<file path="config.mk">
export PLATFORM = sky130hd
export DESIGN_NAME = byte_stream_frame_receiver
export DESIGN_NICKNAME = d
export VERILOG_FILES = /design/src/rtl/bsfr_pkg.sv /design/src/rtl/bsfr_deframer.sv /design/src/rtl/byte_stream_frame_receiver.sv
export VERILOG_INCLUDE_DIRS = /design/src /design/src/rtl
export SDC_FILE = /design/constraint.sdc
export NUM_CORES = 1
export LEC_CHECK = 0
export ABC_AREA = 1
export BUFFER_PORTS_ARGS = -buffer_cell sky130_fd_sc_hd__buf_2
export CELL_PAD_IN_SITES_DETAIL_PLACEMENT = 0
export CELL_PAD_IN_SITES_GLOBAL_PLACEMENT = 1
export CORE_MARGIN = 3
export CORE_UTILIZATION = 30
export CTS_BUF_LIST = sky130_fd_sc_hd__clkbuf_4 sky130_fd_sc_hd__clkbuf_8
export DETAILED_ROUTE_END_ITERATION = 10
export GPL_ROUTABILITY_DRIVEN = 0
export PLACE_DENSITY = 0.51
export SYNTH_ARGS = -nofsm -noshare
export SYNTH_HDL_FRONTEND = slang
export SYNTH_SLANG_ARGS = --single-unit
</file>
<file path="constraint.sdc">
create_clock -name clk_i -period 12.1 [get_ports clk_i]
set_input_delay 1.815 -clock clk_i [delete_from_list [all_inputs] [get_ports clk_i]]
set_output_delay 1.815 -clock clk_i [all_outputs]
set_load 0.1 [all_outputs]
</file>
<file path="src/rtl/assert_macros.svh">
// assertion macros shared by the rtl files
`ifndef ASSERT_MACROS_SVH
`define ASSERT_MACROS_SVH

`ifndef SYNTHESIS
// checked at every rising clock edge while out of reset
`define BSFR_ASSERT(lbl, clk, rstn, prop) \
  lbl: assert property (@(posedge clk) disable iff (!rstn) (prop)) \
    else $error("%m: check failed");
// checked at every rising clock edge, reset included
`define BSFR_ASSERT_ALWAYS(lbl, clk, prop) \
  lbl: assert property (@(posedge clk) (prop)) \
    else $error("%m: check failed");
`else
`define BSFR_ASSERT(lbl, clk, rstn, prop)
`define BSFR_ASSERT_ALWAYS(lbl, clk, prop)
`endif

`endif

</file>
<file path="src/rtl/bsfr_pkg.sv">
// shared types and constants of the byte stream frame receiver
`default_nettype none

package bsfr_pkg;

  // frame layout: 2 start bytes, 6 header bytes, payload, 2 crc bytes, 2 end bytes
  localparam int unsigned StartLen      = 2;
  localparam int unsigned PayloadStart  = 8;
  localparam int unsigned FrameOverhead = 12;
  localparam int unsigned CmdSlots      = 32;

  localparam logic [15:0] CrcInit = 16'hFFFF;
  localparam logic [15:0] CrcPoly = 16'h1021;

  // configuration register indexes
  localparam logic [1:0] RegStartPattern = 2'd0;
  localparam logic [1:0] RegEndPattern   = 2'd1;
  localparam logic [1:0] RegHandlerMask  = 2'd2;

  localparam logic [15:0] StartPatternRst = 16'hAA55;
  localparam logic [15:0] EndPatternRst   = 16'h55AA;

  typedef enum logic [2:0] {
    ST_DELIVERED  = 3'd0,
    ST_LEN_BIG    = 3'd1,
    ST_CRC_BAD    = 3'd2,
    ST_END_BAD    = 3'd3,
    ST_NO_HANDLER = 3'd4,
    ST_OVERFLOW   = 3'd5
  } status_e;

  // frame report handed from the deframer to the output side
  typedef struct packed {
    status_e     status;
    logic [7:0]  src;
    logic [7:0]  dst;
    logic [7:0]  cmd;
    logic [7:0]  flags;
    logic [15:0] plen;
    logic        deliver;
  } rpt_t;

endpackage

`default_nettype wire

</file>
<file path="src/rtl/bsfr_deframer.sv">
// start hunt, header capture, running crc and frame checks
`default_nettype none
`include "assert_macros.svh"

module bsfr_deframer import bsfr_pkg::*; #(
  parameter int unsigned MAX_PAYLOAD = 64,
  localparam int unsigned AddrW = (MAX_PAYLOAD > 1) ? $clog2(MAX_PAYLOAD) : 1
) (
  input  wire logic                    clk_i,
  input  wire logic                    rst_ni,
  input  wire logic                    byte_valid_i,
  input  wire logic [7:0]              byte_i,
  input  wire logic [15:0]             start_pattern_i,
  input  wire logic [15:0]             end_pattern_i,
  input  wire logic [31:0]             handler_mask_i,
  output logic                         wr_en_o,
  output logic [AddrW-1:0]             wr_addr_o,
  output logic [7:0]                   wr_data_o,
  output logic                         rpt_valid_o,
  output rpt_t                         rpt_o
);

  localparam int unsigned StoreDepth = FrameOverhead + MAX_PAYLOAD;
  localparam int unsigned CntW       = $clog2(StoreDepth + 1);

  function automatic logic [15:0] crc16_byte(input logic [15:0] crc, input logic [7:0] b);
    logic [15:0] c;
    c = crc ^ {b, 8'h00};
    for (int k = 0; k < 8; k++) begin
      c = c[15] ? ((c << 1) ^ CrcPoly) : (c << 1);
    end
    return c;
  endfunction

  logic            in_frame_q, in_frame_d;
  logic            have_q, have_d;
  logic [CntW-1:0] cnt_q, cnt_d;
  logic [7:0]      prev_q;
  logic [7:0]      src_q, dst_q, cmd_q, flags_q, len_hi_q, len_lo_q;
  logic [7:0]      t0_q, t1_q, t2_q;
  logic [15:0]     crc_q;

  logic [CntW-1:0] cnt_n, off;
  logic [15:0]     len, exp_cnt;
  logic            done, full, crc_take, start_hit;
  status_e         status;

  always_comb begin
    cnt_n     = cnt_q + 1'b1;
    off       = cnt_q - CntW'(PayloadStart);
    len       = {len_hi_q, len_lo_q};
    exp_cnt   = 16'(FrameOverhead) + len;
    done      = (cnt_n >= CntW'(FrameOverhead)) && (16'(cnt_n) >= exp_cnt);
    full      = cnt_n == CntW'(StoreDepth);
    crc_take  = (cnt_q < CntW'(PayloadStart)) || (16'(off) < len);
    start_hit = have_q && ({prev_q, byte_i} == start_pattern_i);

    // checks in order: frame end reached (else overflow), length, crc, end word, handler bit
    if (!done) begin
      status = ST_OVERFLOW;
    end else if (len > 16'(MAX_PAYLOAD)) begin
      status = ST_LEN_BIG;
    end else if ({t2_q, t1_q} != crc_q) begin
      status = ST_CRC_BAD;
    end else if ({t0_q, byte_i} != end_pattern_i) begin
      status = ST_END_BAD;
    end else if (cmd_q >= 8'(CmdSlots) || !handler_mask_i[cmd_q[4:0]]) begin
      status = ST_NO_HANDLER;
    end else begin
      status = ST_DELIVERED;
    end

    in_frame_d  = in_frame_q;
    have_d      = have_q;
    cnt_d       = cnt_q;
    rpt_valid_o = 1'b0;
    if (byte_valid_i) begin
      if (!in_frame_q) begin
        if (start_hit) begin
          in_frame_d = 1'b1;
          have_d     = 1'b0;
          cnt_d      = CntW'(StartLen);
        end else begin
          have_d = 1'b1;
        end
      end else begin
        cnt_d = cnt_n;
        if (done || full) begin
          rpt_valid_o = 1'b1;
          in_frame_d  = 1'b0;
          cnt_d       = '0;
        end
      end
    end

    rpt_o.status  = status;
    rpt_o.src     = src_q;
    rpt_o.dst     = dst_q;
    rpt_o.cmd     = cmd_q;
    rpt_o.flags   = flags_q;
    rpt_o.plen    = len;
    rpt_o.deliver = status == ST_DELIVERED;

    wr_en_o   = byte_valid_i && in_frame_q && (cnt_q >= CntW'(PayloadStart))
                && (off < CntW'(MAX_PAYLOAD));
    wr_addr_o = off[AddrW-1:0];
    wr_data_o = byte_i;
  end

  always_ff @(posedge clk_i or negedge rst_ni) begin
    if (!rst_ni) begin
      in_frame_q <= 1'b0;
      have_q     <= 1'b0;
      cnt_q      <= '0;
    end else begin
      in_frame_q <= in_frame_d;
      have_q     <= have_d;
      cnt_q      <= cnt_d;
    end
  end

  // header, tail window and crc
  always_ff @(posedge clk_i) begin
    if (byte_valid_i && !in_frame_q) begin
      prev_q <= byte_i;
      if (start_hit) begin
        crc_q <= CrcInit;
      end
    end
    if (byte_valid_i && in_frame_q) begin
      t0_q <= byte_i;
      t1_q <= t0_q;
      t2_q <= t1_q;
      if (crc_take) begin
        crc_q <= crc16_byte(crc_q, byte_i);
      end
      unique case (cnt_q)
        CntW'(2): src_q    <= byte_i;
        CntW'(3): dst_q    <= byte_i;
        CntW'(4): cmd_q    <= byte_i;
        CntW'(5): flags_q  <= byte_i;
        CntW'(6): len_hi_q <= byte_i;
        CntW'(7): len_lo_q <= byte_i;
        default: ;
      endcase
    end
  end

  `BSFR_ASSERT(a_rpt_in_frame, clk_i, rst_ni, rpt_valid_o |-> (in_frame_q && byte_valid_i))
  `BSFR_ASSERT(a_rpt_rehunt, clk_i, rst_ni, rpt_valid_o |=> (!in_frame_q && !have_q && cnt_q == '0))
  `BSFR_ASSERT(a_cnt_range, clk_i, rst_ni, in_frame_q |-> (cnt_q >= CntW'(StartLen) && cnt_q < CntW'(StoreDepth)))

endmodule

`default_nettype wire

</file>
<file path="src/rtl/byte_stream_frame_receiver.sv">
// byte stream frame receiver: start hunt, crc16 check and payload delivery
//
// usage
// - slave side takes one received byte per word on s_axis_tdata_i
// - master side gives one result word per handshake: a status word for
//   every finished frame, or one word per payload byte (tuser set) for a
//   good frame whose command bit is enabled in handler_mask, tlast on the
//   final word of the frame
// - config writes through cfg_we_i / cfg_idx_i / cfg_data_i, only while idle
// throughput and ordering
// - bytes are taken one per cycle while no report is waiting
// - a status word passes through the report register into the output register
// - payload read-out goes through the payload ram, 1 read per byte: each byte
//   is read, then loaded once the output register is free, before the next read
// reset
// - hunting for the start word, registers at their defaults, no ram clear
// stalls
// - from the frame end, s_axis_tready_o stays low until the report and all
//   its payload words have moved into the output register; a word held in
//   the output register alone does not block input
`default_nettype none
`include "assert_macros.svh"

module byte_stream_frame_receiver import bsfr_pkg::*; #(
  parameter int unsigned MAX_PAYLOAD = 64
) (
  input  wire logic        clk_i,
  input  wire logic        rst_ni,
  // rx_byte[7:0]
  input  wire logic [7:0]  s_axis_tdata_i,
  input  wire logic        s_axis_tvalid_i,
  output logic             s_axis_tready_o,
  // status[2:0], source_addr[10:3], dest_addr[18:11], command[26:19],
  // frame_flags[34:27], payload_length[50:35], data_byte[58:51], zero pad
  output logic [63:0]      m_axis_tdata_o,
  // data_valid[0]
  output logic [0:0]       m_axis_tuser_o,
  output logic             m_axis_tlast_o,
  output logic             m_axis_tvalid_o,
  input  wire logic        m_axis_tready_i,
  input  wire logic        cfg_we_i,
  input  wire logic [1:0]  cfg_idx_i,
  input  wire logic [31:0] cfg_data_i
);

  localparam int unsigned AddrW = (MAX_PAYLOAD > 1) ? $clog2(MAX_PAYLOAD) : 1;

  // read-out sequencer codes
  localparam logic [1:0] S_IDLE = 2'd0;
  localparam logic [1:0] S_READ = 2'd1;
  localparam logic [1:0] S_LOAD = 2'd2;

  logic [15:0] start_pattern_q, end_pattern_q;
  logic [31:0] handler_mask_q;

  logic             in_acc;
  logic             wr_en;
  logic [AddrW-1:0] wr_addr;
  logic [7:0]       wr_data;
  logic             df_rpt_valid;
  rpt_t             df_rpt;

  logic             rpt_valid_q, rpt_valid_d;
  rpt_t             rpt_q;
  logic [1:0]       st_q, st_d;
  logic [AddrW-1:0] rd_idx_q, rd_idx_d;
  logic             rd_en;
  logic [7:0]       mem_q [MAX_PAYLOAD];
  logic [7:0]       mem_rdata_q;

  logic             out_valid_q, out_valid_d;
  logic             out_free, out_load;
  rpt_t             out_rpt_q;
  logic [7:0]       out_data_q, out_data_d;
  logic             out_dv_q, out_dv_d;
  logic             out_last_q, out_last_d;
  logic             rd_last;

  // config registers
  always_ff @(posedge clk_i or negedge rst_ni) begin
    if (!rst_ni) begin
      start_pattern_q <= StartPatternRst;
      end_pattern_q   <= EndPatternRst;
      handler_mask_q  <= '0;
    end else if (cfg_we_i) begin
      unique case (cfg_idx_i)
        RegStartPattern: start_pattern_q <= cfg_data_i[15:0];
        RegEndPattern:   end_pattern_q   <= cfg_data_i[15:0];
        RegHandlerMask:  handler_mask_q  <= cfg_data_i;
        default: ;
      endcase
    end
  end

  // input is taken only while no report waits to be drained
  assign s_axis_tready_o = (st_q == S_IDLE) && !rpt_valid_q;
  assign in_acc          = s_axis_tvalid_i && s_axis_tready_o;

  bsfr_deframer #(
    .MAX_PAYLOAD(MAX_PAYLOAD)
  ) u_deframer (
    .clk_i          (clk_i),
    .rst_ni         (rst_ni),
    .byte_valid_i   (in_acc),
    .byte_i         (s_axis_tdata_i),
    .start_pattern_i(start_pattern_q),
    .end_pattern_i  (end_pattern_q),
    .handler_mask_i (handler_mask_q),
    .wr_en_o        (wr_en),
    .wr_addr_o      (wr_addr),
    .wr_data_o      (wr_data),
    .rpt_valid_o    (df_rpt_valid),
    .rpt_o          (df_rpt)
  );

  // payload ram: writes only while input flows, reads only while a report
  // is drained, so the two never meet on one entry
  assign rd_en = st_q == S_READ;

  always_ff @(posedge clk_i) begin
    if (wr_en) begin
      mem_q[wr_addr] <= wr_data;
    end
    if (rd_en) begin
      mem_rdata_q <= mem_q[rd_idx_q];
    end
  end

  assign out_free = !out_valid_q || m_axis_tready_i;
  assign rd_last  = (16'(rd_idx_q) + 16'd1) == rpt_q.plen;

  always_comb begin
    st_d        = st_q;
    rd_idx_d    = rd_idx_q;
    rpt_valid_d = rpt_valid_q;
    out_load    = 1'b0;
    out_data_d  = 8'h00;
    out_dv_d    = 1'b0;
    out_last_d  = 1'b1;

    unique case (st_q)
      S_IDLE: begin
        if (rpt_valid_q && out_free) begin
          if (rpt_q.deliver && rpt_q.plen != 16'd0) begin
            st_d     = S_READ;
            rd_idx_d = '0;
          end else begin
            // single status word
            out_load    = 1'b1;
            rpt_valid_d = 1'b0;
          end
        end
      end
      S_READ: begin
        st_d = S_LOAD;
      end
      S_LOAD: begin
        if (out_free) begin
          out_load   = 1'b1;
          out_data_d = mem_rdata_q;
          out_dv_d   = 1'b1;
          out_last_d = rd_last;
          if (rd_last) begin
            st_d        = S_IDLE;
            rpt_valid_d = 1'b0;
          end else begin
            st_d     = S_READ;
            rd_idx_d = rd_idx_q + 1'b1;
          end
        end
      end
      default: st_d = S_IDLE;
    endcase

    if (df_rpt_valid) begin
      rpt_valid_d = 1'b1;
    end

    if (out_load) begin
      out_valid_d = 1'b1;
    end else if (m_axis_tready_i) begin
      out_valid_d = 1'b0;
    end else begin
      out_valid_d = out_valid_q;
    end
  end

  always_ff @(posedge clk_i or negedge rst_ni) begin
    if (!rst_ni) begin
      st_q        <= S_IDLE;
      rpt_valid_q <= 1'b0;
      out_valid_q <= 1'b0;
      rd_idx_q    <= '0;
    end else begin
      st_q        <= st_d;
      rpt_valid_q <= rpt_valid_d;
      out_valid_q <= out_valid_d;
      rd_idx_q    <= rd_idx_d;
    end
  end

  always_ff @(posedge clk_i) begin
    if (df_rpt_valid) begin
      rpt_q <= df_rpt;
    end
    if (out_load) begin
      out_rpt_q  <= rpt_q;
      out_data_q <= out_data_d;
      out_dv_q   <= out_dv_d;
      out_last_q <= out_last_d;
    end
  end

  assign m_axis_tvalid_o = out_valid_q;
  assign m_axis_tdata_o  = {5'd0, out_data_q, out_rpt_q.plen, out_rpt_q.flags,
                            out_rpt_q.cmd, out_rpt_q.dst, out_rpt_q.src,
                            out_rpt_q.status};
  assign m_axis_tuser_o  = out_dv_q;
  assign m_axis_tlast_o  = out_last_q;

  `BSFR_ASSERT_ALWAYS(a_no_rw_overlap, clk_i, !(wr_en && rd_en))
  `BSFR_ASSERT(a_busy_has_rpt, clk_i, rst_ni, (st_q != S_IDLE) |-> rpt_valid_q)
  `BSFR_ASSERT(a_status_is_last, clk_i, rst_ni, (out_valid_q && !out_dv_q) |-> out_last_q)
  `BSFR_ASSERT(a_rd_in_range, clk_i, rst_ni, (st_q != S_IDLE) |-> (16'(rd_idx_q) < rpt_q.plen))

endmodule

`default_nettype wire

</file>
# Yosys cells after proc, flatten, opt, wreduce, memory -nomap -nowiden
# Memory sizes are Yosys's and may differ from the RTL's. A register that Yosys moved wholly into a read port is not among the register bits.
# Cells that the tools add are included.
# Widths: inputs -> output; s select.
# word_totals
ff_bits	292
ramBits	512
input_bits	47
output_inout_bits	68
word_cells	179
mem_count	1
# memory_table
memory	depth	width	read_ports	rd_ports_with_merged_regs	write_ports	line	source
mem_q	64	8	1	1	1	byte_stream_frame_receiver.sv:68	logic [7:0] mem_q [MAX_PAYLOAD];
# classes
addsub	5
order_cmp	9
eq_ne	23
muxes	53
bitwise	10
n_reduce_logical	41
# ops
op	count
$mux 13	8
$mux 16	4
$ne 16x16->1	2
$eq 7x3->1 const B	4
$mux 6	4
$not 3->3	8
$reduce_and 2->1	12
$mux 1	21
$mux 7	3
$add 4x16->16 const A	1
$eq 16x16->1	1
$eq 7x16->1	1
$ge 7x16->1	1
$gt 16x7->1 const B	1
$lt 7x16->1	1
$reduce_bool 16->1	1
$xor 16x16->16	1
$mux 3	5
$eq 7x2->1 const B	2
$ge 7x4->1 const B	2
$pmux 6 s2	1
$logic_and 1x1->1	10
$reduce_and 5->1	2
$ne 3x3->1 const B	3
other kinds (26)	42

# Longest topological paths before layout
# logic_depth
ltp_word	19
depth_mapped	19
ltp_nobuf	18

# Modules after synthesis
# A second synthesis with hierarchy kept.
# hier_totals
cells_unflattened	2755
area_unflattened_um2	33342.0
# by_module_without_submodules
module	n_inst	cells_per_inst	area_each_um2	seq_area_each_um2
byte_stream_frame_receiver	1	2143	27591.5	20880.0
bsfr_deframer	1	612	5750.5	2947.8

# Worst setup path before layout
# OpenSTA, ideal clock, no wires.
# synth_timing
path_kind	input to register
from	input m_axis_tready_i
to	register out_valid_q, in the netlist m_axis_tvalid_o
setup_time_ps	92
arrival_time_ps	6848
required_ps	12008
slack_ps	5159
cell_stages	5
path_buffers	0
path_cell_list	nor2_1 -> inv_1 -> nand2_1 -> o21ai_0 -> or2_2
# synth_via
elab_chain_len	5
elab_cells_between_ends	7
classes_between	4 x mux; 3 x reduce/logical
# synth_lines
element	line	source
from (decl)	byte_stream_frame_receiver.sv:40	input wire logic m_axis_tready_i,
$logic_or 1x1->1 (*)	byte_stream_frame_receiver.sv:129	assign out_free = !out_valid_q || m_axis_tready_i;
$logic_and 1x1->1	byte_stream_frame_receiver.sv:143	if (rpt_valid_q && out_free) begin
$mux 1	byte_stream_frame_receiver.sv:143	
$pmux 1 s2 (*)	byte_stream_frame_receiver.sv:141	unique case (st_q)
net out_load	byte_stream_frame_receiver.sv:72	logic out_free, out_load;
$mux 1 / $reduce_bool 2->1 (equally long branches)	n/a	
to (signal assigned)	byte_stream_frame_receiver.sv:197	out_valid_q <= out_valid_d;
to (decl)	byte_stream_frame_receiver.sv:71	logic out_valid_q, out_valid_d;
# Mark *: on every way through the listed nets, which the timed path passes. The rest lies on a longest branch.
# A chain may end at the register's enable or synchronous reset.

==> parameters.txt <==
Parameter                              Value

Status
  Result of the run    finished, final reports clean

Clocking
  Clk Tree Root Cell    clkbuf_8
  Clock-pin transition on the worst setup and hold timing paths    0.06 ns
  H-Tree Level Count    4
  Clock sink total    812
  Post-CTS Setup Bufs    0
  PostCTS Resize Cnt    0
  Number of buffers between clock root and the deepest sink    3
  Clock Latency Late Sink    0.80 ns
  CTS Hold Bufs    0
  Total CTS buffers    145
  CTS tree    done

Setup path
  Category of the most critical setup path    flop to flop
  CP Max Fanout    around 110
  Critical path data required time    12.76 ns
  Critical Path Sink Type    flop
  Data arrival time of the critical path    4.86 ns
  Kind of start point of the critical path    flop

Global route
  Antenna violations before repair    6
  Overall routing resource usage    16.15%
  Largest net degree at the start of global routing    146
  Total overflow reported by the global router    0
  Vias in the first global route    22320
  First-pass GRT wire length    ~140000 um

Detailed routing
  Total Wirelength    around 93000 um
  First-pass iteration count of the detailed router    7
  Length of routed wiring on met1    between 40000 and 50000 um
  Antenna violation net count after detailed routing    0
  Met2 WL    44700 um
  DRC violation count after routing    0
  DRC violation total after the first TritonRoute iteration    1834
  Max Used Layer    met4
  DR WL met3    4340 um
  Via Count    about 21000
  DR WL/cell    20.65 um
  Drt via density    between 4 and 5

STA
  Max Transition Viols Final    0
  Final worst-path cycle share    a little over a third
  Worst-margin pin slew    1.235 ns
  Final-report setup violation count    0
  Worst clock skew on the final layout    0.03405 ns
  Setup tns final    0 ns
  Worst relative slew slack    17.68%
  Min Clock Period, post-route    between 4 and 5 ns
  Top achievable clock speed    237.8 MHz
  Worst hold margin    0.4078 ns
  Unrepaired setup endpoints after global routing    false
  Endpoints failing hold    0

Place
  Input/output buffers    109
  DP Wirelength    57660 um
  # placed instances    4253

Power
  Static leakage    13.90 nW
  Total design power    8.339 mW
  Power density over the cells    approximately 220 nW/um^2
  Maximum resistive drop on vdd    0.0001409 V

Floorplan
  Overall die area    114800 um^2
  Area of the core    about 110000 um^2
  I/O pin count    115
  Vertical die dimension    ~340 um
  Total number of placement rows    121
  Die W    338.8 um
  Initial core utilization    between 30% and 40%

Synth
  Post-Synthesis Cell Area    33230 um^2
  Number of synthesis warnings    0
  Unique masters post-synth    44
  Sequential cell area fraction in the yosys report    slightly above 70%
  Fraction of synthesized cell area taken by the top area cell type    ~64%
  Synthesized area divided by synthesized cell count    11.97 um^2
  Number of register bits inferred by synthesis    812
  Count of mapped cells out of synthesis    2775
  Leading cell types by total area after synthesis    edfxtp_1 64%, nand2_1 5.9%, dfrtp_1 5.0%
  Dominant cell type by area after synthesis    edfxtp_1

Layout
  Area growth from synthesis to final layout    14.57%
  Post-layout instance count excluding filler cells    4517
  Nets    2995
  Proportion of layout cells with a drive suffix above 1    15.01%

Run
  Number of violations of the max-capacitance limit    0

Hold path
  Hold/Removal Path Class    flop to flop
==> through the flow <==
| step | worst slack (ns) | utilization, % | instance area, um^2 |
|---|---|---|---|
| floorplan | 5.159 | - | 33240 |
| global placement | 7.711 | 32.20 | 35250 |
| detailed placement | 7.662 | 32.20 | 35250 |
| CTS | 7.876 | 34.77 | 38060 |
| global route | 7.555 | 34.78 | 38070 |
| finish | 7.896 | 34.78 | 38070 |
==> flip-flops by register name, indices dropped and copies added, names as in the netlist, 2 cells and up <==
name and count:
rd_idx_q 6, u_deframer.len_lo_q 8, m_axis_tdata_o 51, u_deframer.cnt_q 7, end_pattern_q 16, mem_rdata_q 8
u_deframer.t2_q 8, rpt_q 52, u_deframer.cmd_q 8, u_deframer.crc_q 16, u_deframer.prev_q 8, u_deframer.t0_q 8
handler_mask_q 32, out_data_q 8, st_q 2, u_deframer.len_hi_q 8, u_deframer.src_q 8, start_pattern_q 16
u_deframer.dst_q 8, u_deframer.t1_q 8, mem_q 512, u_deframer.flags_q 8
==> layer usage <==
layer  vias up  global-route usage (%)
met5         -                       0
met3       185                   2.981
li1      10060                       -
met2       594                   26.65
met1     10560                   21.25
met4         0                   5.930
==> placed cells by master, fill, tap and decap left out, types with 21 or more instances in the layout <==
cell type / instances
clkbuf_8: 149
o21ai_0: 317
edfxtp_1: 713
nand3_1: 116
clkinv_1: 32
dfrtp_1: 64
xnor2_1: 23
nor2_1: 389
nand4_1: 21
buf_4: 35
nand2_1: 518
xor2_1: 34
ha_1: 24
inv_1: 130
clkbuf_4: 56
o22ai_1: 128
buf_2: 100
==> report_power, final <==
part	internal (mW)	switching, mW
Combinational	0.536	1.84
Sequential	3.30	0.166
Clock	1.35	1.15
==> worst max-delay path, cell delays in order, from the launching register on <==
cell     delay, ns
dfrtp_4       0.76
buf_4         0.85
buf_4         0.99
o21ai_0       0.27
o22ai_1       0.34
nand2_1       0.10
nand2_1       0.10
nand2_1       0.06
nand3_1       0.11
nand3_1       0.17
nand2_1       0.15
==> path summary, 6_finish.rpt <==
kind / from / endpoint / slack, ns / cells after the start
min: u_deframer.src_q[5]$_DFFE_PP_ / rpt_q[46]$_DFFE_PP_ / 0.41 / 0
max reg2reg: rd_idx_q[0]$_DFFE_PN0P_ / mem_rdata_q[4]$_DFFE_PN_ / 7.90 / 10
min reg2reg: u_deframer.src_q[5]$_DFFE_PP_ / rpt_q[46]$_DFFE_PP_ / 0.41 / 0
max: rd_idx_q[0]$_DFFE_PN0P_ / mem_rdata_q[4]$_DFFE_PN_ / 7.90 / 10
min in group asynchronous: rst_ni / m_axis_tvalid_o$_DFFE_PN0P_ / 0.87 / 1
max in group asynchronous: rst_ni / end_pattern_q[13]$_DFFE_PN0P_ / 9.98 / 2
==> Yosys cell counts, drive strengths merged <==
master / instances
o22ai: 128
nor3: 16
xor2: 34
inv: 139
nand3: 125
o21bai: 1
xnor2: 23
dfrtp: 67
o21ai: 331
nand4: 23
dfstp: 16
nor2b: 1
or2: 8
edfxtp: 713
clkbuf: 67
a31oi: 7
conb: 1
and2: 1
mux2: 16
dfxtp: 16
ha: 24
nand3b: 1
buf: 70
nor2: 405
a21oi: 12
o21a: 2
nand2: 527
clkinv: 1
==> logic make-up (layout without fill, tap and decap cells) <==
group,count (synthesis),in the layout,share of synthesized area [%]
compound gates,481,481,7.787
xor+xnor,57,57,1.502
fa+ha+maj,24,24,0.9038
buf+inv,277,535,3.472
flops,812,812,71.71
mux,16,16,0.5422
other cells,1,9,0.01129
simple gates,1107,1107,14.07
==> cell type report <==
| class | count | area, um^2 |
|---|---|---|
| Fill cell | 10890 | 71390 |
| Sequential cell | 812 | 23840 |
| Multi-Input combinational cell | 1690 | 8272 |
| Clock buffer | 205 | 2471 |
| Tap cell | 1476 | 1847 |
| Timing Repair Buffer | 135 | 763.2 |
| Inverter | 140 | 530.5 |
| Clock inverter | 55 | 336.6 |
| Antenna cell | 4 | 10.01 |
(Power assumes the default switching activity.)
